File: src/design/disjoint_set_union_find_core_defines.svh
// Assertion macros shared by the disjoint-set engine.
`ifndef DISJOINT_SET_UNION_FIND_CORE_DEFINES_SVH
`define DISJOINT_SET_UNION_FIND_CORE_DEFINES_SVH

`ifndef SYNTHESIS

// Consequent must hold in the same cycle as the antecedent.
`define DSU_ASSERT_SAME(label, clk, rst, ante, cons) \
   label: assert property (@(posedge clk) disable iff (rst) (ante) |-> (cons)) \
      else $error("disjoint set engine: assertion failed");

// Consequent must hold in the cycle after the antecedent.
`define DSU_ASSERT_NEXT(label, clk, rst, ante, cons) \
   label: assert property (@(posedge clk) disable iff (rst) (ante) |=> (cons)) \
      else $error("disjoint set engine: assertion failed");

`else

`define DSU_ASSERT_SAME(label, clk, rst, ante, cons)
`define DSU_ASSERT_NEXT(label, clk, rst, ante, cons)

`endif

`endif

File: src/design/dsu_pkg.sv
package dsu_pkg;

   localparam int DSU_ELEMENTS = 1024;
   localparam int ELEM_W       = 10;
   localparam int KIND_W       = 2;
   localparam int ROOT_W       = 10;
   // wide enough to hold any legal element count for compares
   localparam int CMP_W        = 17;

   localparam logic [KIND_W-1:0] KIND_FIND  = 2'd0;
   localparam logic [KIND_W-1:0] KIND_UNITE = 2'd1;
   localparam logic [KIND_W-1:0] KIND_CLEAR = 2'd2;
   localparam logic [KIND_W-1:0] KIND_NONE  = 2'd3;

   typedef enum logic [2:0] {
      ST_CLEAR,
      ST_IDLE,
      ST_WALK_RD,
      ST_WALK_CHK,
      ST_COMP_RD,
      ST_COMP_CHK,
      ST_LINK,
      ST_DONE
   } dsu_state_type;

   typedef struct packed {
      logic rd_en;
      logic wr_en;
   } dsu_mem_ctl_type;

endpackage

File: src/design/dsu_seq.sv
`include "disjoint_set_union_find_core_defines.svh"

module dsu_seq #(
   parameter int ELEMENTS = dsu_pkg::DSU_ELEMENTS
) (
   input  logic                               clock,
   input  logic                               reset,
   input  logic                               start,
   input  logic [dsu_pkg::KIND_W-1:0]         kind,
   input  logic [$clog2(ELEMENTS)-1:0]        elem_a,
   input  logic [$clog2(ELEMENTS)-1:0]        elem_b,
   input  logic                               out_free,
   output logic                               ready,
   output logic                               out_load,
   output logic [$clog2(ELEMENTS)-1:0]        res_root,
   output logic                               res_merged,
   output dsu_pkg::dsu_mem_ctl_type           mem_ctl,
   output logic [$clog2(ELEMENTS)-1:0]        raddr,
   output logic [$clog2(ELEMENTS)-1:0]        waddr,
   output logic [$clog2(ELEMENTS)-1:0]        wdata,
   input  logic [$clog2(ELEMENTS)-1:0]        rdata
);

   localparam int IDX_W = $clog2(ELEMENTS);
   localparam logic [IDX_W-1:0] LAST_IDX = IDX_W'(ELEMENTS - 1);

   dsu_pkg::dsu_state_type state_ff, state_in;

   logic [dsu_pkg::KIND_W-1:0] kind_ff, kind_in;
   logic [IDX_W-1:0] elem_b_ff, elem_b_in;
   logic             second_ff, second_in;
   logic [IDX_W-1:0] cur_ff, cur_in;
   logic [IDX_W-1:0] start_ff, start_in;
   logic [IDX_W-1:0] root_ff, root_in;
   logic [IDX_W-1:0] ra_ff, ra_in;
   logic [IDX_W-1:0] cnt_ff, cnt_in;
   logic             report_ff, report_in;
   logic [IDX_W-1:0] res_root_ff, res_root_in;
   logic             res_merged_ff, res_merged_in;

   logic at_root;
   logic at_target;

   // compare units: parent link against current pointer and against found root
   assign at_root   = (rdata == cur_ff);
   assign at_target = (rdata == root_ff);

   // next state
   always_comb begin
      state_in = state_ff;
      unique case (state_ff)
         dsu_pkg::ST_CLEAR: begin
            if (cnt_ff == LAST_IDX) begin
               state_in = report_ff ? dsu_pkg::ST_DONE : dsu_pkg::ST_IDLE;
            end
         end
         dsu_pkg::ST_IDLE: begin
            if (start) begin
               unique case (kind) inside
                  dsu_pkg::KIND_FIND, dsu_pkg::KIND_UNITE: state_in = dsu_pkg::ST_WALK_RD;
                  dsu_pkg::KIND_CLEAR:                     state_in = dsu_pkg::ST_CLEAR;
                  default:                                 state_in = dsu_pkg::ST_DONE;
               endcase
            end
         end
         dsu_pkg::ST_WALK_RD: state_in = dsu_pkg::ST_WALK_CHK;
         dsu_pkg::ST_WALK_CHK: begin
            if (at_root) begin
               state_in = dsu_pkg::ST_COMP_RD;
            end
         end
         dsu_pkg::ST_COMP_RD: state_in = dsu_pkg::ST_COMP_CHK;
         dsu_pkg::ST_COMP_CHK: begin
            if (at_target) begin
               if (kind_ff != dsu_pkg::KIND_UNITE) begin
                  state_in = dsu_pkg::ST_DONE;
               end else if (!second_ff) begin
                  state_in = dsu_pkg::ST_WALK_RD;
               end else if (ra_ff != root_ff) begin
                  state_in = dsu_pkg::ST_LINK;
               end else begin
                  state_in = dsu_pkg::ST_DONE;
               end
            end
         end
         dsu_pkg::ST_LINK: state_in = dsu_pkg::ST_DONE;
         dsu_pkg::ST_DONE: begin
            if (out_free) begin
               state_in = dsu_pkg::ST_IDLE;
            end
         end
         default: state_in = dsu_pkg::ST_IDLE;
      endcase
   end

   // outputs: memory port and handshake
   always_comb begin
      mem_ctl  = '0;
      raddr    = cur_ff;
      waddr    = cnt_ff;
      wdata    = cnt_ff;
      ready    = 1'b0;
      out_load = 1'b0;
      unique case (state_ff) inside
         dsu_pkg::ST_CLEAR: begin
            mem_ctl.wr_en = 1'b1;
         end
         dsu_pkg::ST_IDLE: begin
            ready = 1'b1;
         end
         dsu_pkg::ST_WALK_RD, dsu_pkg::ST_COMP_RD: begin
            mem_ctl.rd_en = 1'b1;
         end
         dsu_pkg::ST_WALK_CHK: begin
            if (!at_root) begin
               mem_ctl.rd_en = 1'b1;
               raddr         = rdata;
            end
         end
         dsu_pkg::ST_COMP_CHK: begin
            if (!at_target) begin
               mem_ctl.rd_en = 1'b1;
               mem_ctl.wr_en = 1'b1;
               raddr         = rdata;
               waddr         = cur_ff;
               wdata         = root_ff;
            end
         end
         dsu_pkg::ST_LINK: begin
            mem_ctl.wr_en = 1'b1;
            waddr         = ra_ff;
            wdata         = root_ff;
         end
         dsu_pkg::ST_DONE: begin
            out_load = out_free;
         end
         default: begin
            mem_ctl = '0;
         end
      endcase
   end

   // datapath
   always_comb begin
      kind_in       = kind_ff;
      elem_b_in     = elem_b_ff;
      second_in     = second_ff;
      cur_in        = cur_ff;
      start_in      = start_ff;
      root_in       = root_ff;
      ra_in         = ra_ff;
      cnt_in        = cnt_ff;
      report_in     = report_ff;
      res_root_in   = res_root_ff;
      res_merged_in = res_merged_ff;
      case (state_ff)
         dsu_pkg::ST_CLEAR: begin
            cnt_in = cnt_ff + 1'b1;
         end
         dsu_pkg::ST_IDLE: begin
            if (start) begin
               kind_in       = kind;
               elem_b_in     = elem_b;
               second_in     = 1'b0;
               cur_in        = elem_a;
               start_in      = elem_a;
               cnt_in        = '0;
               report_in     = 1'b1;
               res_root_in   = '0;
               res_merged_in = 1'b0;
            end
         end
         dsu_pkg::ST_WALK_CHK: begin
            if (at_root) begin
               root_in = cur_ff;
               cur_in  = start_ff;
            end else begin
               cur_in = rdata;
            end
         end
         dsu_pkg::ST_COMP_CHK: begin
            if (!at_target) begin
               cur_in = rdata;
            end else if (kind_ff == dsu_pkg::KIND_UNITE && !second_ff) begin
               ra_in     = root_ff;
               second_in = 1'b1;
               cur_in    = elem_b_ff;
               start_in  = elem_b_ff;
            end else begin
               res_root_in   = root_ff;
               res_merged_in = (kind_ff == dsu_pkg::KIND_UNITE) && (ra_ff != root_ff);
            end
         end
         default: begin
            cnt_in = cnt_ff;
         end
      endcase
   end

   always_ff @(posedge clock) begin
      if (reset) begin
         state_ff  <= dsu_pkg::ST_CLEAR;
         cnt_ff    <= '0;
         report_ff <= 1'b0;
      end else begin
         state_ff  <= state_in;
         cnt_ff    <= cnt_in;
         report_ff <= report_in;
      end
   end

   always_ff @(posedge clock) begin
      kind_ff       <= kind_in;
      elem_b_ff     <= elem_b_in;
      second_ff     <= second_in;
      cur_ff        <= cur_in;
      start_ff      <= start_in;
      root_ff       <= root_in;
      ra_ff         <= ra_in;
      res_root_ff   <= res_root_in;
      res_merged_ff <= res_merged_in;
   end

   assign res_root   = res_root_ff;
   assign res_merged = res_merged_ff;

   // compression never rewrites the root itself
   `DSU_ASSERT_SAME(a_comp_not_root, clock, reset, state_ff == dsu_pkg::ST_COMP_CHK && mem_ctl.wr_en, waddr != root_ff)
   // a link only ever joins two distinct roots
   `DSU_ASSERT_SAME(a_link_distinct, clock, reset, state_ff == dsu_pkg::ST_LINK, ra_ff != root_ff)
   // the clearing sweep writes identity
   `DSU_ASSERT_SAME(a_clear_identity, clock, reset, state_ff == dsu_pkg::ST_CLEAR, mem_ctl.wr_en && wdata == waddr)

endmodule

File: config.mk
export PLATFORM = sky130hd
export DESIGN_NAME = dsu_seq
export DESIGN_NICKNAME = d
export VERILOG_FILES = /design/src/design/dsu_pkg.sv /design/src/design/dsu_seq.sv
export VERILOG_INCLUDE_DIRS = /design/src /design/src/design
export SDC_FILE = /design/constraint.sdc
export NUM_CORES = 1
export LEC_CHECK = 0
export ABC_CLOCK_PERIOD_IN_PS = 3300
export BUFFER_PORTS_ARGS = -buffer_cell sky130_fd_sc_hd__buf_2
export CAP_MARGIN = 10
export CORE_UTILIZATION = 30
export CTS_CLUSTER_SIZE = 28
export DETAILED_ROUTE_END_ITERATION = 8
export GPL_ROUTABILITY_DRIVEN = 0
export GPL_TIMING_DRIVEN = 0
export HOLD_SLACK_MARGIN = 0.15
export SYNTH_ARGS = -nofsm -noshare
export SYNTH_HDL_FRONTEND = slang
export SYNTH_SLANG_ARGS = --single-unit
File: constraint.sdc
create_clock -name clock -period 3.3 [get_ports clock]
set_input_delay 0.165 -clock clock [delete_from_list [all_inputs] [get_ports clock]]
set_output_delay 0.165 -clock clock [all_outputs]
set_load 0.005 [all_outputs]
## Yosys cells after proc, flatten, opt, wreduce, memory -nomap -nowiden

Cells that the tools add are included.

- Reductions and logical operators: 19
- Shift operators: 0
- Equal/unequal tests: 23
- Add/sub/neg operators: 1
- Divide/modulo/power cells: 0
- Multiply operators: 0
- Order comparisons: 0
- Mux-type cells: 43
- Bitwise gates (word level): 0

Operator list:

| operator | count |
|---|---|
| 10-bit two-way mux | 12 |
| 10-bit one-hot mux with 2 select lines | 6 |
| 10-bit one-hot mux with 3 select lines | 1 |
| 3-bit two-way mux | 8 |
| 3-bit one-hot mux with 8 select lines | 1 |
| 10-bit == test | 2 |
| 3-bit == test (second input constant) | 4 |
| 2-bit != test (second input constant) | 6 |
| 10-bit by 1-bit adder with 10-bit output (second input constant) | 1 |
| 10-bit == test (second input constant) | 1 |
| 10-bit != test | 1 |
| 1-bit two-way mux | 9 |
| 4-bit AND reduction | 2 |
| 3-bit by 2-bit == test with 1-bit output (second input constant) | 2 |
| 1-bit one-hot mux with 2 select lines | 3 |
| 3-bit one-hot mux with 2 select lines | 1 |
| 2-bit AND reduction | 3 |
| 3-bit AND reduction | 2 |
| 2-bit OR reduction | 3 |
| 5-bit AND reduction | 1 |
| 2-bit by 1-bit == test with 1-bit output (second input constant) | 2 |
| 2-bit by 1-bit != test with 1-bit output (second input constant) | 2 |
| 2-bit nonzero test | 2 |
| 3-bit by 1-bit == test with 1-bit output (second input constant) | 1 |
| 9 further kinds | 10 |

- Bits in read-only memories: 0
- Latch bits: 0
- Word-level logic and storage cells: 98
- Memory bits (writable): 0
- Output and inout bits: 45
- Input port bits: 36
- Bits in registers: 78
- Memories kept: 0

## Longest topological paths before layout

- Depth in word-level cells: 6
- Depth in mapped cells: 8
- Mapped depth without buffers: 6

## Least setup slack after synthesis

OpenSTA, ideal clock, no wires.

- Path kind: register -> register
- From: register state_ff[1]
- To: register res_merged_ff (netlist: res_merged) (enable)
- Setup slack: 0.382 ns
- Setup time: 0.382 ns
- Required time: 2.918 ns
- Clock period less this slack: 2.918 ns
- Path buffers: 2
- Data arrival time: 2.536 ns
- Stages on the path, launching flop included: 7
- Cells stage by stage: dfxtp_1 > buf_6 > or2_1 > buf_6 > nor3_1 > a21oi_1 > a21oi_1

- Word-level cells in the longest chain between the ends: 3
- Elaborated cells on any way between the ends: 7
- Classes of those cells: eq/ne (5); reduce/logical (2)

Ends and longest elaborated chain:

| item | line | RTL |
|---|---|---|
| from (decl) | dsu_seq.sv:27 | `dsu_pkg::dsu_state_type state_ff, state_in;` |
| from (signal assigned) | dsu_seq.sv:202 | `state_ff <= dsu_pkg::ST_CLEAR;` |
| from (signal assigned) | dsu_seq.sv:206 | `state_ff <= state_in;` |
| 3-bit == test / 3-bit by 1-bit == test with 1-bit output (equally long branches) | dsu_seq.sv:156 | `case (state_ff)` |
| 2-bit != test (no line) / 2-bit nonzero test (equally long branches) | - |  |
| 4-bit AND reduction (no line) (*) | - |  |
| to (signal assigned) | dsu_seq.sv:221 | `res_merged_ff <= res_merged_in;` |
| to (decl) | dsu_seq.sv:39 | `logic res_merged_ff, res_merged_in;` |

Every way passes the cells marked *; elsewhere a longest branch is shown, timed or not.
A chain may end at the register's enable or synchronous reset.

## Worst setup path in the final report

- From: register root_ff[9]
- To: register start_ff[2] (enable)

- Word-level cells in the longest chain between the ends: 3

Ends and longest elaborated chain:

| item | line | RTL |
|---|---|---|
| from (decl) | dsu_seq.sv:34 | `logic [IDX_W-1:0] root_ff, root_in;` |
| from (signal assigned) | dsu_seq.sv:218 | `root_ff <= root_in;` |
| 10-bit == test | dsu_seq.sv:46 | `assign at_target = (rdata == root_ff);` |
| 2-bit != test (no line) | - |  |
| 4-bit AND reduction (no line) | - |  |
| to (signal assigned) | dsu_seq.sv:217 | `start_ff <= start_in;` |
| to (decl) | dsu_seq.sv:33 | `logic [IDX_W-1:0] start_ff, start_in;` |

Every way passes these cells.

==> results_dict.tcl <==
set metrics [dict create \
    synth_top_area_share 0.478 \
    place_ws_ps 159 \
    yosysWarnings 0 \
    fmax_mhz 332 \
    wl_mm 10.5 \
    fp-row-count 41 \
    cts_tree "yes" \
    drt_first_pass_iters 4 \
    yosys_register_bits 78 \
    crit_type "reg2reg" \
    grt_pass1_vias 3106 \
    synthCells 368 \
    antenna_found_initial 0 \
    max-clock-path-buffers 2 \
    area_growth_pct 28.8 \
    synth_area_mm2 0.00402 \
    p_per_area_mw_per_mm2 415 \
    seq_area_frac_synth 0.548 \
    finClkSkew_ps 8.23 \
    post_cts_buffers 0 \
    cp-end-kind "flip-flop" \
    status "complete, no violations" \
    grt_use_met1 0.207 \
    clock_latency_ps 340 \
    synth_cell_types 50 \
    die_y_um 118 \
    crit_fanout 11 \
    rsz0062_at_grt "false" \
    critical-path-top-delay-family "simple AND/OR/NAND/NOR gates" \
    syn_avg_cell_area_um2 10.9 \
    grt.busiest_layer "met2" \
    tightest_slew_ps 937 \
    ant_nets 0 \
    drive_gt1_frac 0.252 \
    grt_max_degree 20 \
    initial_core_util 0.314 \
    cts_num_sinks 78 \
    final_hold_viol_count 0 \
    numCtsBuffers 9 \
    yosys_most_used_dff "edfxtp_1" \
    finalCritPeriodShare 0.913 \
    max_slew_margin 0.373 \
    drtIter0Drc 280 \
    holdCritPathClass "in2reg" \
    finalSetupViolCount 0 \
    io_buffers 80 \
    nFillCells 1300 \
    crit_path_max_incr_delay_ps 730 \
    fin_nets 520 \
    ios 81 \
    htree_levels 3 \
    drc_errors 0 \
    ir_drop_uv 249 \
    cp_slowest_cell "nor2_1" \
    required_ps 3260 \
    core_region_area_mm2 0.0128 \
    synth_edf_count 64 \
    worstPathArrival_ps 2970 \
    vias 3270 \
    synthArstFlopShare 0 \
    viasPerCell 4.95 \
    insertedDiodeCount 0 \
    grt_use_met3 0.0422 \
    die-area_mm2 0.0139 \
    grt_use_total 0.153 \
    post-route-min-period_ps 3010 \
    crit_path_start_kind "flip-flop" \
    clockRootBuffer "clkbuf_16" \
    overflow 0 \
    ys_top_cells_by_area "edfxtp_1 48%, dfxtp_1 7.0%, xnor2_1 5.4%" \
    finalWorstSetupSlack_ps 288 \
    wl_per_cell_um 15.9 \
    max-cap-violations 0 \
    grtUsageMet2 0.239 \
    die_w_um 118 \
    synth_largest_area_cell "edfxtp_1" \
    crit_buf_inv 2 \
    path_cells "xor2_1 > nor4_1 > and3_1 > buf_2 > buf_2 > a21oi_1 > nor2_1" \
    whs_ps 228 \
    power.leakage_nw 1.92 \
    grt_pass1_wl_mm 16.3 \
    cpMostUsedCell "buf_2" \
    maxSlewViolCount 0 \
    syn_nets 405 \
    dp_hpwl_mm 8.00 \
    cts.clk_slew.worst_paths_ps 60 \
]
worst paths after layout:
kind                            startpoint     endpoint  slack [ps]  cells past startpoint
worst min register to register   report_ff    report_ff         500                      2
worst max register to register  root_ff[9]  start_ff[2]         290                      7
worst max-delay path            root_ff[9]  start_ff[2]         290                      7
worst min-delay path              rdata[2]    cur_ff[2]         230                      2
kinds of logic after synthesis:
family,share of synthesized area
muxes,0.0336
DFF,0.548
buffers and inverters,0.0376
xor gates and xnor gates,0.0806
adders and majority gates,0.00311
AOI/OAI and AO/OA,0.156
and+or+nand+nor,0.142
layout make-up:
cell class / count / area, um^2 / share of cell area
flip-flops and latches: 78 / 2200 / 0.425
multi-input cells: 256 / 1680 / 0.324
repair buffers: 104 / 642 / 0.124
clock buffers: 10 / 229 / 0.0442
well taps: 172 / 215 / 0.0416
plain buffers: 19 / 95.1 / 0.0184
clock inverters: 6 / 62.6 / 0.0121
inverters: 15 / 56.3 / 0.0109
what timing repair did:
| item | CTS | global route |
|---|---|---|
| hold buffers | 23 | 0 |
| resized for setup | 0 | 1 |
| endpoints found under the setup margin | 0 | 11 |
| hold endpoints to repair | 28 | 0 |
worst reg2reg max path, stage by stage (launching register included):
cell and delay (ps):
edfxtp_1 480, xor2_1 190, nor4_1 420, and3_1 230
buf_2 170, buf_2 270, a21oi_1 140, nor2_1 730
cells in the mapped netlist, types with 4 or more instances:
cell / instances
a21oi_1: 12
a221o_1: 8
a22oi_1: 11
a32o_1: 8
and2_1: 10
buf_2: 4
clkbuf_1: 9
dfxtp_1: 14
edfxtp_1: 64
inv_1: 14
mux2_2: 12
nand2_1: 44
nand4_1: 6
nor2_1: 24
nor3_1: 4
nor4_1: 4
o21ai_0: 34
or3_1: 6
xnor2_1: 25
xor2_1: 12
placed cells by master (no fill, tap or decap), types with 6 or more instances in the layout:
cell	count
xnor2_1	25
buf_2	84
o21ai_0	34
nand4_1	6
clkbuf_1	10
inv_1	14
edfxtp_1	64
a21oi_1	11
xor2_1	12
a22oi_1	11
mux2_2	12
a221o_1	8
dfxtp_1	14
or3_1	6
clkbuf_16	9
nor2_1	24
and2_1	10
nand2_1	44
dlygate4sd3_1	23
a32o_1	8
power breakdown:
| part | switching [mW] | internal (mW) | total (mW) |
|---|---|---|---|
| clock | 0.388 | 0.583 | 0.971 |
| sequential | 0.00354 | 1.06 | 1.06 |
| combinational | 0.0522 | 0.0625 | 0.115 |
sequential cells by signal, summed over array words and instances (netlist names):
signal,count
state_ff,3
ra_ff,10
report_ff,1
cur_ff,10
cnt_ff,10
root_ff,10
res_merged,1
res_root,10
start_ff,10
kind_ff,2
elem_b_ff,10
second_ff,1
metrics by stage:
stage	area [um^2]	total power [mW]	util	cells	setup TNS, ps
after CTS	5170	2.16	0.404	660	0
after detailed placement	4650	1.18	0.363	621	0
after floorplan	4020	1.13	-	368	0
after global routing	5180	2.21	0.404	660	0
final	5180	2.15	0.404	660	0
after global placement	4640	1.18	0.362	620	-9730
layer usage:
metal,up-vias,part of all wire
met3,8,0.054
li1,1582,-
met5,-,0
met1,1560,0.48
met2,120,0.45
met4,0,0.011
Note: power is estimated with default switching activity, not from simulation.
